`src/rfr_pkg.sv`:
```
// Shared types and constants for the radio frame receiver.
// No dependencies; compile before the interfaces and modules.
`timescale 1ns / 1ps
`default_nettype none

package rfr_pkg;

  localparam int PayloadMaxDefault = 16;
  localparam logic [7:0] NetIdReset = 8'h01;

  // APB register map: one word per register
  localparam int ApbAddrW = 3;
  localparam logic RegNetworkId = 1'b0;

  typedef enum logic [1:0] {
    ST_IDLE     = 2'd0,
    ST_BUSY     = 2'd1,
    ST_RECEIVED = 2'd2
  } status_e;

  typedef enum logic [1:0] {
    OP_BYTE    = 2'd0,
    OP_READ    = 2'd1,
    OP_RELEASE = 2'd2
  } op_e;

  typedef struct packed {
    logic wr_en;   // store one buffer entry
    logic rd_en;   // refresh the registered read port
    logic rd_hit;  // this transfer is a read of an in-range entry
  } buf_ctl_t;

endpackage

`default_nettype wire

```
`src/rfr_in_if.sv`:
```
// Input channel of the radio frame receiver: valid/ready plus one command.
// Depends on nothing.
`timescale 1ns / 1ps
`default_nettype none

interface rfr_in_if;
  logic       valid;
  logic       ready;
  logic [1:0] operation;
  logic [7:0] data_byte;
  logic [4:0] read_index;

  modport source (output valid, output operation, output data_byte, output read_index,
                  input ready);
  modport sink (input valid, input operation, input data_byte, input read_index,
                output ready);
endinterface

`default_nettype wire

```
`src/rfr_out_if.sv`:
```
// Result channel of the radio frame receiver: valid/ready plus status and read data.
// Depends on nothing.
`timescale 1ns / 1ps
`default_nettype none

interface rfr_out_if;
  logic       valid;
  logic       ready;
  logic [1:0] frame_status;
  logic [7:0] read_data;

  modport source (output valid, output frame_status, output read_data, input ready);
  modport sink (input valid, input frame_status, input read_data, output ready);
endinterface

`default_nettype wire

```
`src/rfr_buf.sv`:
```
// Receive buffer: one synchronous memory, one write and one registered read port.
// Entries never written read as zero through per-entry valid bits. Uses rfr_pkg.
`timescale 1ns / 1ps
`default_nettype none

module rfr_buf #(
  parameter int Depth = rfr_pkg::PayloadMaxDefault + 1,
  parameter int AddrW = $clog2(Depth)
) (
  input  wire logic              clk_i,
  input  wire logic              rst_ni,
  input  wire rfr_pkg::buf_ctl_t ctl_i,
  input  wire logic [AddrW-1:0]  wr_addr_i,
  input  wire logic [7:0]        wr_data_i,
  input  wire logic [AddrW-1:0]  rd_addr_i,
  output logic      [7:0]        rd_data_o
);
  import rfr_pkg::*;

  logic [7:0]       mem_q [Depth];
  logic [Depth-1:0] valid_q;
  logic [7:0]       rdata_q;
  logic             hit_q;

  always_ff @(posedge clk_i) begin
    if (ctl_i.wr_en) begin
      mem_q[wr_addr_i] <= wr_data_i;
    end
  end

  always_ff @(posedge clk_i) begin
    if (ctl_i.rd_en) begin
      rdata_q <= mem_q[rd_addr_i];
    end
  end

  always_ff @(posedge clk_i or negedge rst_ni) begin
    if (!rst_ni) begin
      valid_q <= '0;
      hit_q   <= 1'b0;
    end else begin
      if (ctl_i.wr_en) begin
        valid_q[wr_addr_i] <= 1'b1;
      end
      if (ctl_i.rd_en) begin
        hit_q <= ctl_i.rd_hit & valid_q[rd_addr_i];
      end
    end
  end

  assign rd_data_o = hit_q ? rdata_q : 8'h00;

endmodule

`default_nettype wire

```
`src/radio_frame_receiver_unit.sv`:
```
// Radio frame receiver top level: frame checker, result register, APB register.
// Depends on rfr_pkg, rfr_in_if, rfr_out_if and rfr_buf.
//
// Usage:
//   in_i carries one command per transfer: a received radio byte, a read of
//   one buffer entry (0 is the length, 1..n the payload) or a release of a
//   held frame. out_o returns exactly one result per command: the frame
//   status after the command and, for a read, the buffer entry (else 0).
//   The result is valid in the cycle after the input transfer. Throughput is one
//   command per cycle unless results stall; the buffer memory is written and
//   read in the cycle of the transfer, so a read right after a byte sees that
//   byte. A stalled result is held in the output register; a new command is
//   taken in the same cycle the held result leaves, so stalls cost no bubbles.
//   Reset clears the status to idle, the counters and the buffer valid bits,
//   so every entry reads as zero until written; network_id resets to 1 and
//   sits at APB byte address 0. Users write it only while idle (unenforced).
`timescale 1ns / 1ps
`default_nettype none

module radio_frame_receiver_unit #(
  parameter int PAYLOAD_MAX = rfr_pkg::PayloadMaxDefault
) (
  input  wire logic                         clk_i,
  input  wire logic                         rst_ni,
  rfr_in_if.sink                            in_i,
  rfr_out_if.source                         out_o,
  input  wire logic                         psel_i,
  input  wire logic                         penable_i,
  input  wire logic                         pwrite_i,
  input  wire logic [rfr_pkg::ApbAddrW-1:0] paddr_i,
  input  wire logic [31:0]                  pwdata_i,
  output logic      [31:0]                  prdata_o,
  output logic                              pready_o
);
  import rfr_pkg::*;

  localparam int Depth = PAYLOAD_MAX + 1;
  localparam int IdxW  = $clog2(Depth);
  localparam int CmpW  = (IdxW > 5) ? IdxW : 5;

  // configuration register
  logic [7:0] net_id_q;
  logic       reg_sel;

  assign pready_o = 1'b1;
  assign reg_sel  = (paddr_i[2] == RegNetworkId);
  assign prdata_o = reg_sel ? {24'h000000, net_id_q} : 32'h0;

  always_ff @(posedge clk_i or negedge rst_ni) begin
    if (!rst_ni) begin
      net_id_q <= NetIdReset;
    end else if (psel_i && penable_i && pwrite_i && pready_o && reg_sel) begin
      net_id_q <= pwdata_i[7:0];
    end
  end

  // handshake and output register
  logic    accept;
  logic    out_valid_q;
  status_e out_status_q;

  assign in_i.ready = !out_valid_q || out_o.ready;
  assign accept     = in_i.valid && in_i.ready;

  // frame state
  status_e    status_q, status_d;
  logic [IdxW-1:0] len_q, len_d;
  logic [IdxW-1:0] cnt_q, cnt_d;
  logic [7:0]      sum_q, sum_d;

  buf_ctl_t        buf_ctl;
  logic [IdxW-1:0] wr_addr;
  logic [IdxW-1:0] rd_addr;
  logic [CmpW-1:0] idx_w;
  logic            idx_ok;
  logic [7:0]      b;
  logic [IdxW-1:0] cnt_inc;

  assign b       = in_i.data_byte;
  assign idx_w   = CmpW'(in_i.read_index);
  assign idx_ok  = idx_w <= CmpW'(PAYLOAD_MAX);
  assign rd_addr = idx_ok ? idx_w[IdxW-1:0] : '0;
  assign cnt_inc = cnt_q + 1'b1;

  always_ff @(posedge clk_i or negedge rst_ni) begin
    if (!rst_ni) begin
      status_q <= ST_IDLE;
      len_q    <= '0;
      cnt_q    <= '0;
      sum_q    <= '0;
    end else if (accept) begin
      status_q <= status_d;
      len_q    <= len_d;
      cnt_q    <= cnt_d;
      sum_q    <= sum_d;
    end
  end

  always_comb begin
    status_d       = status_q;
    len_d          = len_q;
    cnt_d          = cnt_q;
    sum_d          = sum_q;
    buf_ctl.wr_en  = 1'b0;
    buf_ctl.rd_en  = accept;
    buf_ctl.rd_hit = 1'b0;
    wr_addr        = '0;

    case (op_e'(in_i.operation))
      OP_BYTE: begin
        case (status_q)
          ST_IDLE: begin
            status_d = (b == net_id_q) ? ST_BUSY : ST_IDLE;
            len_d    = '0;
            cnt_d    = '0;
            sum_d    = '0;
          end
          ST_BUSY: begin
            if (len_q == '0 && b != 8'h00 && b <= 8'(PAYLOAD_MAX)) begin
              // length byte goes to entry 0
              len_d         = b[IdxW-1:0];
              sum_d         = b;
              buf_ctl.wr_en = accept;
              wr_addr       = '0;
            end else if (cnt_q < len_q) begin
              cnt_d         = cnt_inc;
              sum_d         = sum_q + b;
              buf_ctl.wr_en = accept;
              wr_addr       = cnt_inc;
            end else begin
              // checksum byte; an empty frame ends here on a zero byte
              status_d = (cnt_q == len_q && sum_q == b) ? ST_RECEIVED : ST_IDLE;
              len_d    = '0;
              cnt_d    = '0;
              sum_d    = '0;
            end
          end
          default: ;  // hold while a frame is received
        endcase
      end
      OP_READ: begin
        buf_ctl.rd_hit = idx_ok;
      end
      OP_RELEASE: begin
        if (status_q == ST_RECEIVED) begin
          status_d = ST_IDLE;
          len_d    = '0;
          cnt_d    = '0;
          sum_d    = '0;
        end
      end
      default: ;
    endcase
  end

  rfr_buf #(
    .Depth (Depth),
    .AddrW (IdxW)
  ) u_buf (
    .clk_i     (clk_i),
    .rst_ni    (rst_ni),
    .ctl_i     (buf_ctl),
    .wr_addr_i (wr_addr),
    .wr_data_i (b),
    .rd_addr_i (rd_addr),
    .rd_data_o (out_o.read_data)
  );

  always_ff @(posedge clk_i or negedge rst_ni) begin
    if (!rst_ni) begin
      out_valid_q <= 1'b0;
    end else begin
      out_valid_q <= accept || (out_valid_q && !out_o.ready);
    end
  end

  always_ff @(posedge clk_i) begin
    if (accept) begin
      out_status_q <= status_d;
    end
  end

  assign out_o.valid        = out_valid_q;
  assign out_o.frame_status = out_status_q;

endmodule

`default_nettype wire
```
`src/flat_wrapper.sv`:
```
// flat-port wrapper written by rule: the top's interface ports become plain ports
module radio_frame_receiver_unit_flat import rfr_pkg::*;
#(
  parameter int PAYLOAD_MAX = rfr_pkg::PayloadMaxDefault
)
  (clk_i, rst_ni, psel_i, penable_i, pwrite_i, paddr_i, pwdata_i, prdata_o, pready_o, in_i_valid, in_i_operation, in_i_data_byte, in_i_read_index, in_i_ready, out_o_valid, out_o_frame_status, out_o_read_data, out_o_ready);
  rfr_in_if in_i_i ();
  rfr_out_if out_o_i ();
  input  wire logic clk_i;
  input  wire logic rst_ni;
  input  wire logic psel_i;
  input  wire logic penable_i;
  input  wire logic pwrite_i;
  input  wire logic [rfr_pkg::ApbAddrW-1:0] paddr_i;
  input  wire logic [31:0] pwdata_i;
  output logic      [31:0] prdata_o;
  output logic pready_o;
  input wire logic [$bits(in_i_i.valid)-1:0] in_i_valid;
  input wire logic [$bits(in_i_i.operation)-1:0] in_i_operation;
  input wire logic [$bits(in_i_i.data_byte)-1:0] in_i_data_byte;
  input wire logic [$bits(in_i_i.read_index)-1:0] in_i_read_index;
  output wire logic [$bits(in_i_i.ready)-1:0] in_i_ready;
  output wire logic [$bits(out_o_i.valid)-1:0] out_o_valid;
  output wire logic [$bits(out_o_i.frame_status)-1:0] out_o_frame_status;
  output wire logic [$bits(out_o_i.read_data)-1:0] out_o_read_data;
  input wire logic [$bits(out_o_i.ready)-1:0] out_o_ready;
  assign in_i_i.valid = in_i_valid;
  assign in_i_i.operation = in_i_operation;
  assign in_i_i.data_byte = in_i_data_byte;
  assign in_i_i.read_index = in_i_read_index;
  assign in_i_ready = in_i_i.ready;
  assign out_o_valid = out_o_i.valid;
  assign out_o_frame_status = out_o_i.frame_status;
  assign out_o_read_data = out_o_i.read_data;
  assign out_o_i.ready = out_o_ready;
  radio_frame_receiver_unit #(.PAYLOAD_MAX(PAYLOAD_MAX)) u_core (.clk_i(clk_i), .rst_ni(rst_ni), .in_i(in_i_i), .out_o(out_o_i), .psel_i(psel_i), .penable_i(penable_i), .pwrite_i(pwrite_i), .paddr_i(paddr_i), .pwdata_i(pwdata_i), .prdata_o(prdata_o), .pready_o(pready_o));
endmodule
```
`config.mk`:
```
export PLATFORM = sky130hd
export DESIGN_NAME = radio_frame_receiver_unit_flat
export DESIGN_NICKNAME = d
export VERILOG_FILES = /design/src/rfr_pkg.sv /design/src/rfr_in_if.sv /design/src/rfr_out_if.sv /design/src/rfr_buf.sv /design/src/radio_frame_receiver_unit.sv /design/src/flat_wrapper.sv
export SDC_FILE = /design/constraint.sdc
export NUM_CORES = 1
export LEC_CHECK = 0
export BUFFER_PORTS_ARGS = -buffer_cell sky130_fd_sc_hd__buf_2
export CAP_MARGIN = 20
export CORE_ASPECT_RATIO = 1.1
export CORE_MARGIN = 2
export CORE_UTILIZATION = 55
export DETAILED_ROUTE_END_ITERATION = 8
export GPL_TIMING_DRIVEN = 0
export MAX_ROUTING_LAYER = met4
export PLACE_DENSITY = 0.76
export SYNTH_ARGS = -nofsm -noshare
export SYNTH_HDL_FRONTEND = slang
export SYNTH_SLANG_ARGS = --single-unit
```
`constraint.sdc`:
```
create_clock -name clk_i -period 4.3 [get_ports clk_i]
set_input_delay 0.43 -clock clk_i [delete_from_list [all_inputs] [get_ports clk_i]]
set_output_delay 0.43 -clock clk_i [all_outputs]
set_load 0.03 [all_outputs]
```
# Word level (Yosys, flattened, before mapping)
# Memory sizes are Yosys's and may differ from the RTL's. A register that Yosys moved wholly into a read port is not among the register bits.
# Index checks and enable logic that the tools add are counted.
dict set report classes {
  eq_ne 11
  bitwise 3
  n_reduce_logical 21
  magnitude_cmp 6
  mux 38
  add_sub_neg 2
}
# operator count
set ops {}
lappend ops {{$mux W5} 9}
lappend ops {{$mux W8} 5}
lappend ops {{$pmux W5 S2} 4}
lappend ops {{$pmux W8 S2} 2}
lappend ops {{$or A17 B17 Y17} 1}
lappend ops {{$eq A8 B8 Y1} 2}
lappend ops {{$lt A5 B6 Y1 const B} 2}
lappend ops {{$mux W1} 10}
lappend ops {{$reduce_and A5 Y1} 2}
lappend ops {{$logic_and A1 B1 Y1} 9}
lappend ops {{$add A8 B8 Y8} 1}
lappend ops {{$le A8 B5 Y1 const B} 1}
lappend ops {{$mux W2} 4}
lappend ops {{$pmux W2 S2} 2}
lappend ops {{$reduce_bool A8 Y1} 1}
lappend ops {{$add A5 B1 Y5 const B} 1}
lappend ops {{$bmux W1 S5} 1}
lappend ops {{$demux W1 S5} 1}
lappend ops {{$eq A5 B5 Y1} 1}
lappend ops {{$ge A5 B1 Y1 const B} 1}
lappend ops {{$le A5 B5 Y1 const B} 1}
lappend ops {{$logic_not A5 Y1} 1}
lappend ops {{$lt A5 B5 Y1} 1}
lappend ops {{$eq A2 B1 Y1 const B} 2}
lappend ops {{12 further kinds} 16}
dict set report totals {
  n_memories 1
  in_bits 57
  word_cells 91
  ramBits 136
  register_bits 49
  out_inout_bits 45
}
# memory depth word_bits rd rd_ports_with_merged_regs write_ports line
set mem_list {}
lappend mem_list {u_core.u_buf.mem_q 17 8 1 1 1 rfr_buf.sv:20} ;# logic [7:0] mem_q [Depth];

# Depth between registers and ports, before layout
# Gate-level depths: netlist of run 1.
dict set report logic_depth {
  ltp_word 11
  depth_mapped 8
  mapped_depth_nobuf 7
}

# Cells and area by module
# From an unflattened synthesis of run 1, not the netlist that was laid out.
dict set report unflattened {
  hier_cells 624
  area_unflattened_um2 8899.8
}
# module n_inst seq_area_each_um2 cells_each area_each_um2
set by_module_without_submodules {}
lappend by_module_without_submodules {rfr_buf 1 4774.6 369 6528.8}
lappend by_module_without_submodules {radio_frame_receiver_unit 1 787.0 255 2371.0}

# Worst setup path after synthesis of run 1
# No wires, ideal clock.
dict set report synth_timing {
  path_kind {register -> register}
  start {register u_core.cnt_q[2]}
  end {memory u_core.u_buf.mem_q[9][0] (enable)}
  arrival_ns 2.441
  n_path_buf 0
  period_less_slack_ns 2.825
  required_ns 3.917
  path_slack_ns 1.475
  setup_ns 0.383
  stages_incl_launch_ff 7
  path_cell_list {dfrtp_1 -> ha_1 -> a21oi_1 -> o221ai_2 -> a211oi_4 -> nand3_2 -> nor3_1}
}
dict set report synth_between {
  elab_chain_len 7
  word_cells_on_any_way 12
  classes_between {add/sub: 1; order compare: 1; mux: 10}
}
# item line
set synth_rtl {}
lappend synth_rtl {{start, declared} radio_frame_receiver_unit.sv:68} ;# logic [IdxW-1:0] cnt_q, cnt_d;
lappend synth_rtl {{start signal, assigned} radio_frame_receiver_unit.sv:94} ;# cnt_q <= cnt_d;
lappend synth_rtl {{$lt A5 B5 Y1} radio_frame_receiver_unit.sv:125} ;# end else if (cnt_q < len_q) begin
lappend synth_rtl {{$mux W1} radio_frame_receiver_unit.sv:125}
lappend synth_rtl {{$mux W1} radio_frame_receiver_unit.sv:119} ;# if (len_q == '0 && b != 8'h00 && b <= 8'(PAYLOAD_MAX)) begin
lappend synth_rtl {{$mux W1} radio_frame_receiver_unit.sv:111} ;# case (status_q)
lappend synth_rtl {{$mux W1} radio_frame_receiver_unit.sv:109} ;# case (op_e'(in_i.operation))
lappend synth_rtl {{$mux W1} rfr_buf.sv:26} ;# if (ctl_i.wr_en) begin
lappend synth_rtl {{$mux W1 (implied by the code)} rfr_buf.sv:27} ;# mem_q[wr_addr_i] <= wr_data_i;
lappend synth_rtl {{end, declared} rfr_buf.sv:20}
# Parallel ways exist; a longest one is shown, timed or not.

# Worst setup path after layout of run 1
dict set report layout_timing {
  start {register u_core.cnt_q[2]}
  end {memory u_core.u_buf.mem_q[5][5] (enable)}
}
# Same word-level chain as after synthesis.

==> results.toml, run 1 <==
[run_status]
outcome = "completed"

[synth]
synth_area_leaders = "sky130_fd_sc_hd__edfxtp_1 (49%), sky130_fd_sc_hd__dfrtp_1 (13%), sky130_fd_sc_hd__mux4_2 (8.6%)"
ys.flop_type = "sky130_fd_sc_hd__edfxtp_1"
synthesis.instances = 582
seq_area_frac_synth_pct = 62.66
synthDominantAreaCellType = "sky130_fd_sc_hd__edfxtp_1"
synth_top_area_share_pct = 49.39
synthesis.area_per_instance_um2 = 15.25
synth-edff-count = 146
synth-async-reset-ratio_pct = 24.35
syn-cell-area_um2 = 8876
synth_warnings = 0
ys_ff_latch = 193
post_synth_num_cell_types = 76

[global_routing]
grt_start_max_net_pins = 48
grt_antenna_before_repair = 0
grt_remaining_overflow = 0
gr-usage-all-layers_pct = 24.47
first_global_vias = 5423
wire_length_of_the_first_global_routing_pass_um = 30100

[cts]
post_cts_resize_count = 0
clkSlewWorstSetupHoldPaths_ns = 0.07
clock_latency_on_the_worst_skew_pair_ns = 0.43
cts_tree = "built"
cts_buffer_depth = 2
numCtsBuffers = 17
cts.root.buffer_cell = "sky130_fd_sc_hd__clkbuf_16"
postCtsHoldBufs = 0
h-tree-depth = 4
cts.repair_timing.setup_buffer_count = 0
tritoncts_num_sinks = 193

[placement]
dpl_worst_slack_ns = 0.7162
port_buffers = 48
dpl_cell_area_um2 = 9453
hpwlAfterDp_um = 12720
globalplace.congestion = 0.9216
numPlacedInstances = 853

[final_layout]
drive_above_1_share_pct = 27.64
areaGrowthSynthToFinish_pct = 13.42
antenna_cells = 0
nNetsFinal = 749
layout.cell_area.non_filler_um2 = 10070
total_of_fill_cells_in_the_finished_design = 1129
post-route-util_pct = 63.98
final_cells = 891

[sta]
postLayoutSetupSlackWorst_ns = 1.049
fin_setup_tns_ns = 0
timing.final.setup_violations = 0
period_share_pct = 75.60
timing.final.max_slew_violations = 0
unrepaired_setup_endpoints_after_global_routing = "false"
final-hold-violation-count = 0
final.hold.worst_slack_ns = 0.2245
finalCriticalPeriod_ns = 3.251
achievable-frequency_ghz = 0.3076
max_slew_margin_pct = 41.12
skew_ns = 0.006935
worstMarginPinSlew_ns = 0.8813

[critical_path]
worst-path-max-fanout = 8
cell_family_with_the_largest_share_of_critical_path_delay = "simple AND/OR/NAND/NOR gates"
timing.critical_path.arrival_ns = 3.31
required_ns = 4.36
setup.worst_path.end_class = "register"
worst_setup_path_start_kind = "register"
worstPathBufferInverterCount = 0
rrSetupSlack_ns = 1.05
critical_path.slowest_cell = "sky130_fd_sc_hd__nor2_1"
timing.critical_path.cells = "ha_1 -> a21oi_1 -> o221ai_2 -> a211oi_4 -> nand3_2 -> nor2_1"
maximum_cell_stage_delay_along_the_critical_path_ns = 0.72
setup.worst_path.class = "register to register"

[pwr]
vdd.ir_drop.worst_uv = 205.9
finalPower_mw = 3.942
cellLeakagePower_nw = 3.769
power_density_nw_per_um2 = 391.6

[job]
max-cap-violations = 0

[detailed_routing]
wl_met2_um = 9531
postRouteAntennaNets = 0
dr.first_iter.drc_count = 452
routed_wl_um = 19240
remaining_drc_errors = 0
drt_pre_antenna_iters = 5
highest-signal-layer = "met4"
avgViaCountPerCell = 5.978
routedWlPerCell_um = 21.60
routedLengthMet1_um = 7817
vias = 5326
wl_met3_um = 1185

[die]
placement_rows = 48
core_um2 = 15740
die-height_um = 137.2
die-width_um = 125.1
initial_cell_density_of_the_core_pct = 56.41
design.die.area_um2 = 17170
io_pins = 102

[hold_path]
path_class_of_the_lowest_slack_min_delay_path = "input pin to register"
## cell families after synthesis
family / synth area share, %
buffers and inverters: 4.046
XOR/XNOR: 2.044
AO/OA/AOI/OAI: 8.797
flip-flops: 62.66
AND/OR/NAND/NOR: 10.18
adder cells (fa/ha/maj): 2.058
multiplexers: 10.14
other: 0.08461
## sequential cells by signal, summed over array words and instances (netlist names), 5 cells and up
name                  flops
u_core.cnt_q              5
u_core.u_buf.mem_q      136
u_core.u_buf.rdata_q      8
u_core.sum_q              8
u_core.u_buf.valid_q     17
u_core.net_id_q           8
u_core.len_q              5
## worst register-to-register path: cells and delay by family, from the launching register on
family / cells / cell delay [ns]
AO/OA/AOI/OAI: 3 / 0.99
flip-flops: 1 / 0.44
adder cells (fa/ha/maj): 1 / 0.36
AND/OR/NAND/NOR: 2 / 1.09
## final timing paths
| kind | endpoint | from | cells past startpoint |
|---|---|---|---|
| worst min register to register | u_core.u_buf.valid_q[4] | u_core.u_buf.valid_q[4] | 1 |
| worst max register to register | u_core.u_buf.mem_q[5][5] | u_core.cnt_q[2] | 6 |
| min in group asynchronous | u_core.sum_q[0] | rst_ni | 2 |
| worst min-delay path | u_core.net_id_q[5] | pwdata_i[5] | 2 |
| worst max-delay path | u_core.u_buf.mem_q[5][5] | u_core.cnt_q[2] | 6 |
| max in group asynchronous | u_core.net_id_q[0] | rst_ni | 3 |
## per-layer routing
metal | vias to the layer above | global-route usage (%)
met2 | 237 | 39.19
met5 | - | -
met1 | 2667 | 30.96
met4 | 0 | 11.54
met3 | 48 | 4.311
li1 | 2374 | -
## report_power, final
| group | leakage [nW] | total [mW] | internal (mW) | switching (mW) |
|---|---|---|---|---|
| combinational | 1.56 | 0.374 | 0.140 | 0.234 |
| clock | 0.266 | 1.50 | 0.858 | 0.647 |
| sequential | 1.95 | 2.06 | 2.04 | 0.0240 |
## final cells by class
cell class | count | area, um^2 | area share [%]
flip-flops and latches | 193 | 5562 | 55.24
multi-input cells | 351 | 3042 | 30.21
clock buffers | 23 | 447.9 | 4.449
plain buffers | 45 | 299.0 | 2.970
repair buffers | 54 | 295.3 | 2.933
well taps | 200 | 250.2 | 2.486
clock inverters | 9 | 111.4 | 1.106
inverters | 16 | 60.06 | 0.5966
## layout by cell type, fill, tap and decap left out, types with 10 or more instances in the layout
cell                        count
sky130_fd_sc_hd__dfrtp_1       46
sky130_fd_sc_hd__nand3_1       10
sky130_fd_sc_hd__edfxtp_1     146
sky130_fd_sc_hd__nand2_1       39
sky130_fd_sc_hd__buf_4         29
sky130_fd_sc_hd__inv_1         16
sky130_fd_sc_hd__and2_1        18
sky130_fd_sc_hd__o21bai_1      17
sky130_fd_sc_hd__o21ai_0       10
sky130_fd_sc_hd__clkbuf_16     17
sky130_fd_sc_hd__xor2_1        12
sky130_fd_sc_hd__a211oi_1      11
sky130_fd_sc_hd__mux2_2        11
sky130_fd_sc_hd__nor2_1        23
sky130_fd_sc_hd__ha_1          13
sky130_fd_sc_hd__a21oi_1       12
sky130_fd_sc_hd__buf_2         56
sky130_fd_sc_hd__clkbuf_1      12
sky130_fd_sc_hd__nor2b_1       12
sky130_fd_sc_hd__conb_1        25
sky130_fd_sc_hd__mux4_2        34
## cell usage after synthesis, types with 2 or more instances
cell and n:
sky130_fd_sc_hd__ha_1 13, sky130_fd_sc_hd__mux2_2 11, sky130_fd_sc_hd__a21oi_1 12, sky130_fd_sc_hd__buf_6 2, sky130_fd_sc_hd__nor4_1 6, sky130_fd_sc_hd__nand3_1 10
sky130_fd_sc_hd__and2_1 18, sky130_fd_sc_hd__o31ai_1 8, sky130_fd_sc_hd__o211ai_1 2, sky130_fd_sc_hd__a22oi_1 5, sky130_fd_sc_hd__nand2b_1 5, sky130_fd_sc_hd__nor3_1 8
sky130_fd_sc_hd__nor3_2 2, sky130_fd_sc_hd__clkbuf_1 6, sky130_fd_sc_hd__nor2b_1 12, sky130_fd_sc_hd__inv_1 16, sky130_fd_sc_hd__nand3b_1 2, sky130_fd_sc_hd__conb_1 2
sky130_fd_sc_hd__mux4_2 34, sky130_fd_sc_hd__o21ai_0 10, sky130_fd_sc_hd__a21o_1 4, sky130_fd_sc_hd__o21bai_1 17, sky130_fd_sc_hd__nor4_4 2, sky130_fd_sc_hd__buf_4 28
sky130_fd_sc_hd__xor2_1 12, sky130_fd_sc_hd__dfrtp_1 46, sky130_fd_sc_hd__nand4_4 2, sky130_fd_sc_hd__a22o_1 4, sky130_fd_sc_hd__edfxtp_1 146, sky130_fd_sc_hd__nor2_1 23
sky130_fd_sc_hd__o2111ai_1 2, sky130_fd_sc_hd__nand4_1 2, sky130_fd_sc_hd__and3_1 8, sky130_fd_sc_hd__buf_2 6, sky130_fd_sc_hd__a211oi_1 11, sky130_fd_sc_hd__nand2_1 39
sky130_fd_sc_hd__xnor2_1 5, sky130_fd_sc_hd__nand4b_1 2, sky130_fd_sc_hd__clkbuf_2 2
Power figures use the tool's default switching activity.
==> run 2: changes to the inputs <==
--- a/config.mk
+++ b/config.mk
@@ -9,7 +9,7 @@
 export CAP_MARGIN = 20
 export CORE_ASPECT_RATIO = 1.1
 export CORE_MARGIN = 2
-export CORE_UTILIZATION = 55
+export CORE_UTILIZATION = 53
 export DETAILED_ROUTE_END_ITERATION = 8
 export GPL_TIMING_DRIVEN = 0
 export MAX_ROUTING_LAYER = met4
==> constraint.sdc (replaced) <==
create_clock -name clk_i -period 2.9 [get_ports clk_i]
set_input_delay 0.29 -clock clk_i [delete_from_list [all_inputs] [get_ports clk_i]]
set_output_delay 0.29 -clock clk_i [all_outputs]
set_load 0.03 [all_outputs]
==> run 2 against run 1 <==
Core utilization fell by 1.4 points. Critical path depth did not move. Total power rose by 48%. Highest routed layer unchanged.
==> results.toml, run 2 (same netlist as run 1, synthesis figures left out) <==
[final_layout]
layout.cell_area.non_filler_um2 = 10250
drive_above_1_share_pct = 31.38
layout_common_cells = "sky130_fd_sc_hd__edfxtp_1 (146), sky130_fd_sc_hd__buf_2 (57), sky130_fd_sc_hd__dfrtp_1 (46), sky130_fd_sc_hd__nand2_1 (39), sky130_fd_sc_hd__buf_4 (37)"
antenna_cells = 0
largest_register_ffs = 136
nNetsFinal = 757
areaGrowthSynthToFinish_pct = 15.44
total_of_fill_cells_in_the_finished_design = 1175
layout_commonest_cell = "sky130_fd_sc_hd__edfxtp_1"
registers.top_by_ff_count = "u_core.u_buf.mem_q"
layout_top_registers = "u_core.u_buf.mem_q (136), u_core.u_buf.valid_q (17)"

[global_routing]
grt_remaining_overflow = 0
grt_antenna_before_repair = 0
gr-usage-all-layers_pct = 23.13
first_global_vias = 5346
wire_length_of_the_first_global_routing_pass_um = 29770
grt_start_max_net_pins = 48

[pwr]
cellLeakagePower_nw = 3.808
switching_power_total_mw = 1.424
cellInternalPower_mw = 4.427
p_sw_share_pct = 24.34
clock_power_share_pct = 38.2
sequentialPowerShare_pct = 52.3
power_density_nw_per_um2 = 571.1
finalPower_mw = 5.851
vdd.ir_drop.worst_uv = 411.1
share_comb_of_total_power_pct = 9.5

[placement]
dpl_worst_slack_ns = -0.5569
hpwlAfterDp_um = 12890
dpl_cell_area_um2 = 9473
port_buffers = 48
globalplace.congestion = 0.8762

[cts]
cts.root.buffer_cell = "sky130_fd_sc_hd__clkbuf_16"
clkSlewWorstSetupHoldPaths_ns = 0.07
clock_latency_on_the_worst_skew_pair_ns = 0.44
tritoncts_num_sinks = 193
cts_tree = "built"
cts_buffer_depth = 2
h-tree-depth = 4
numCtsBuffers = 17

[critical_path]
maximum_cell_stage_delay_along_the_critical_path_ns = 0.51
worstPathBufferInverterCount = 0
timing.critical_path.cells = "ha_1 -> a21oi_1 -> o221ai_2 -> a211oi_4 -> nand3_2 -> nor2_2"
setup.worst_path.class = "register to register"
critical_path.slowest_cell = "sky130_fd_sc_hd__nor2_2"
setup.worst_path.end_class = "register"
cell_family_with_the_largest_share_of_critical_path_delay = "simple AND/OR/NAND/NOR gates"
timing.critical_path.arrival_ns = 2.91
required_ns = 2.99
worst-path-max-fanout = 8
worst_setup_path_start_kind = "register"

[sta]
timing.final.max_slew_violations = 0
final-hold-violation-count = 0
unrepaired_setup_endpoints_after_global_routing = "true"
achievable-frequency_ghz = 0.3544
final.hold.worst_slack_ns = 0.07305
max_slew_margin_pct = 44.09
skew_ns = 0.009718
postLayoutSetupSlackWorst_ns = 0.07828
finalCriticalPeriod_ns = 2.822
timing.final.setup_violations = 0
worstMarginPinSlew_ns = 0.8355
period_share_pct = 97.30

[detailed_routing]
avgViaCountPerCell = 5.971
routedWlPerCell_um = 21.26
vias = 5386
routed_wl_um = 19180
postRouteAntennaNets = 0
drt_pre_antenna_iters = 5
remaining_drc_errors = 0
dr.first_iter.drc_count = 535

[die]
design.die.area_um2 = 17800
initial_cell_density_of_the_core_pct = 54.22
core_um2 = 16370
io_pins = 102
die-width_um = 127.4
die-height_um = 139.7
placement_rows = 49

[hold_path]
path_class_of_the_lowest_slack_min_delay_path = "input pin to register"

[job]
max-cap-violations = 0

[run_status]
outcome = "completed"
-- run 2: changes by cell type in the layout (fill, tap and decap cells not counted), sizes merged --
cell / previous run / this run
inv: 17 / 22
clkbuf: 32 / 25
clkinvlp: 2 / 3
bufinv: 2 / 1
buf: 89 / 98
-- run 2: worst paths after layout --
| kind | start | endpoint | slack (ns) | depth (start not counted) |
|---|---|---|---|---|
| setup / recovery | u_core.cnt_q[2] | u_core.u_buf.mem_q[1][7] | 0.08 | 6 |
| hold / removal | pwdata_i[3] | u_core.net_id_q[3] | 0.07 | 2 |
| setup reg to reg | u_core.cnt_q[2] | u_core.u_buf.mem_q[1][7] | 0.08 | 6 |
| hold reg to reg | u_core.u_buf.valid_q[9] | u_core.u_buf.valid_q[9] | 0.48 | 1 |
| max in group asynchronous | rst_ni | u_core.u_buf.hit_q | 2.22 | 3 |
| min in group asynchronous | rst_ni | u_core.net_id_q[7] | 0.22 | 2 |
-- run 2: routing by layer --
metal | wire [um] | vias to the layer above | global-route usage (%)
met3 | 1343 | 50 | 3.460
met4 | 804 | 0 | 12.61
met5 | 0 | - | -
li1 | - | 2401 | -
met1 | 7830 | 2666 | 30.45
met2 | 9201 | 269 | 34.93
-- run 2: timing repair --
| action | in CTS | in global routing |
|---|---|---|
| pin swaps | 2 | 5 |
| endpoints found under the setup margin | 136 | 72 |
| gates resized for setup | 22 | 5 |
| hold buffers | 0 | 1 |
| hold endpoints to repair | 0 | 40 |
| setup buffers | 2 | 7 |
-- run 2: per-stage QoR --
step	setup TNS [ns]	utilization, %	instances
final	0	62.59	902
after global routing	-0.3709	62.59	902
after CTS	-0.0005962	61.89	893
after detailed placement	-35.59	57.87	860
after global placement	-34.28	57.78	857
after floorplan	0	-	605
-- run 2: final cells by class --
class,count,area [um^2],area share (%)
buffer,45,299.0,2.919
clock buffer,17,425.4,4.152
clock inverter,14,131.4,1.282
inverter,16,60.06,0.5862
multi-input combinational,351,3161,30.85
sequential,193,5562,54.28
tap,204,255.2,2.491
timing repair buffer,62,352.8,3.444
-- run 2: worst register-to-register path, delay by kind of cell (launching register included) --
family                   cells  cell delay [ns]
AND/OR/NAND/NOR              2             0.86
AO/OA/AOI/OAI                3             0.80
flip-flops                   1             0.44
adder cells (fa/ha/maj)      1             0.36
-- run 2: power by group through the flow --
stage	clock network, mW	logic [mW]	registers [mW]
after floorplan	0	0.370	3.11
after global placement	0	0.532	3.11
after detailed placement	0	0.543	3.12
after CTS	2.25	0.548	3.06
after global routing	2.38	0.600	3.06
final	2.23	0.558	3.06
==> run 3: changes to the inputs <==
--- a/config.mk
+++ b/config.mk
@@ -9,7 +9,7 @@
 export CAP_MARGIN = 20
 export CORE_ASPECT_RATIO = 1.1
 export CORE_MARGIN = 2
-export CORE_UTILIZATION = 53
+export CORE_UTILIZATION = 55
 export DETAILED_ROUTE_END_ITERATION = 8
 export GPL_TIMING_DRIVEN = 0
 export MAX_ROUTING_LAYER = met4
==> constraint.sdc (replaced) <==
create_clock -name clk_i -period 2.8 [get_ports clk_i]
set_input_delay 0.28 -clock clk_i [delete_from_list [all_inputs] [get_ports clk_i]]
set_output_delay 0.28 -clock clk_i [all_outputs]
set_load 0.03 [all_outputs]
==> run 3 against run 2 <==
Non-clock buffer count shrank 2. Setup slack better by 0.060 ns. Count of clock-buffer cells in the layout unchanged. Largest power group unchanged. Highest routed layer unchanged.
==> results.toml, run 3 (same netlist as run 1, synthesis figures left out) <==
[detailed_routing]
postRouteAntennaNets = 0
routed_wl_um = 18690
routedWlPerCell_um = 20.84
remaining_drc_errors = 0
dr.first_iter.drc_count = 530
vias = 5333
avgViaCountPerCell = 5.945
drt_pre_antenna_iters = 5

[global_routing]
grt_remaining_overflow = 0
grt_util_met2_pct = 38.07
grt_antenna_before_repair = 0
grt_use_met1_pct = 30.43
grt_util_met3_pct = 4.505
grt_start_max_net_pins = 48
first_global_vias = 5328
gr-usage-all-layers_pct = 23.67
wire_length_of_the_first_global_routing_pass_um = 29440
gr-max-usage-layer = "met2"

[sta]
timing.final.setup_violations = 0
max_slew_margin_pct = 43.43
skew_ns = 0.006143
final.hold.worst_slack_ns = 0.07240
achievable-frequency_ghz = 0.3756
final-hold-violation-count = 0
timing.final.max_slew_violations = 0
worstMarginPinSlew_ns = 0.8454
period_share_pct = 95.08
finalCriticalPeriod_ns = 2.662
unrepaired_setup_endpoints_after_global_routing = "true"

[hold_path]
path_class_of_the_lowest_slack_min_delay_path = "input pin to register"

[critical_path]
critical_path.reg2reg.endpoint = "u_core.u_buf.mem_q[8][2]"
timing.critical_path.arrival_ns = 2.81
cp_num_cells = 7
worstRegToRegCells = 7
critical_path.endpoint = "u_core.u_buf.mem_q[8][2]"
maximum_cell_stage_delay_along_the_critical_path_ns = 0.45
required_ns = 2.95
critical_path.slowest_cell = "sky130_fd_sc_hd__a2111oi_4"
rrSetupSlack_ns = 0.14
setup.worst_path.end_class = "register"
setup.worst_path.class = "register to register"
reg2reg_from = "u_core.cnt_q[2]"
worstPathBufferInverterCount = 1
timing.critical_path.cells = "ha_1 -> a21oi_1 -> o221ai_2 -> a2111oi_4 -> o21bai_4 -> nor3_4 -> clkbuf_4"
worst_setup_path_start_kind = "register"
worst-path-max-fanout = 8
crit_start = "u_core.cnt_q[2]"
cell_family_with_the_largest_share_of_critical_path_delay = "compound AO/OA/AOI/OAI gates"

[final_layout]
layout_top_registers = "u_core.u_buf.mem_q (136), u_core.u_buf.valid_q (17)"
layout.cell_area.non_filler_um2 = 10340
layout_common_cells = "sky130_fd_sc_hd__edfxtp_1 (146), sky130_fd_sc_hd__buf_2 (54), sky130_fd_sc_hd__dfrtp_1 (46), sky130_fd_sc_hd__nand2_1 (39), sky130_fd_sc_hd__mux4_2 (34)"
areaGrowthSynthToFinish_pct = 16.52
registers.top_by_ff_count = "u_core.u_buf.mem_q"
largest_register_ffs = 136
layout_commonest_cell = "sky130_fd_sc_hd__edfxtp_1"
nNetsFinal = 755
antenna_cells = 0
drive_above_1_share_pct = 31.13

[cts]
tritoncts_num_sinks = 193
cts_buffer_depth = 2
clock_latency_on_the_worst_skew_pair_ns = 0.44
cts_tree = "built"
h-tree-depth = 4
cts.root.buffer_cell = "sky130_fd_sc_hd__clkbuf_16"
clkSlewWorstSetupHoldPaths_ns = 0.07
numCtsBuffers = 17

[run_status]
outcome = "completed"

[pwr]
share_comb_of_total_power_pct = 9.6
switching_power_total_mw = 1.455
power_density_nw_per_um2 = 583.6
clock_power_share_pct = 37.9
vdd.ir_drop.worst_uv = 391.7
cellLeakagePower_nw = 3.823
cellInternalPower_mw = 4.581
p_sw_share_pct = 24.10
sequentialPowerShare_pct = 52.5

[job]
max-cap-violations = 0

[die]
design.die.area_um2 = 17170
io_pins = 102
placement_rows = 48
die-width_um = 125.1
core_um2 = 15740
initial_cell_density_of_the_core_pct = 56.41
die-height_um = 137.2

[placement]
hpwlAfterDp_um = 12390
port_buffers = 48
dpl_cell_area_um2 = 9470
globalplace.congestion = 0.8902
[run 3: changes by cell type in the layout (fill, tap and decap cells not counted), sizes merged]
cell and change:
buf -3, clkbuf +1, clkinv +1
[run 3: final cells by class]
type                    instances  area [um^2]
clock inverters                15        130.1
inverters                      16        60.06
clock buffers                  17        425.4
multi-input cells             351         3221
flip-flops and latches        193         5562
fillers                      1062         5393
plain buffers                  45        299.0
well taps                     200        250.2
repair buffers                 60        395.4
[run 3: worst min-delay path by stage]
stage / start / end / slack [ns] / depth (start not counted)
2_1_floorplan: rst_ni / u_core.cnt_q[0] / -0.02 / 0
3_3_place_gp: u_core.u_buf.valid_q[16] / u_core.u_buf.valid_q[16] / 0.45 / 2
3_5_place_dp: u_core.u_buf.valid_q[16] / u_core.u_buf.valid_q[16] / 0.45 / 2
4_1_cts: rst_ni / u_core.len_q[0] / 0.06 / 1
5_1_grt: pwdata_i[5] / u_core.net_id_q[5] / 0.07 / 2
6_report: pwdata_i[4] / u_core.net_id_q[4] / 0.07 / 2
[run 3: per-stage QoR]
stage	setup TNS [ns]	total power, mW	instances	setup slack (ns)	util, %
after floorplan	-0.1307	3.606	605	-0.008170	-
after global placement	-42.05	3.774	853	-0.6502	60.11
final	0	6.036	897	0.1379	65.73
after CTS	0	6.039	891	0.02104	64.78
after detailed placement	-39.75	3.790	855	-0.5281	60.19
after global routing	-0.09057	6.236	897	-0.01470	65.73
[run 3: routing by layer]
layer,share of wire [%],up-vias
met3,7.1,40
met5,0,-
met2,50,233
met4,3.0,0
met1,40,2660
li1,-,2400
[run 3: what timing repair did]
action | CTS | global route
resized for setup | 28 | 10
pin swaps | 3 | 3
hold buffers | 0 | 1
endpoints found under the hold margin | 0 | 46
buffers inserted | 4 | 4
setup endpoints to repair | 136 | 101
cloned | 0 | 0
[run 3: power by group through the flow]
stage                     sequential [mW]  clock [mW]  combinational [mW]
after floorplan                      3.22           0               0.383
after global placement               3.22           0               0.549
after detailed placement             3.23           0               0.562
after CTS                            3.17        2.30               0.568
after global routing                 3.17        2.44               0.623
final                                3.17        2.29               0.577
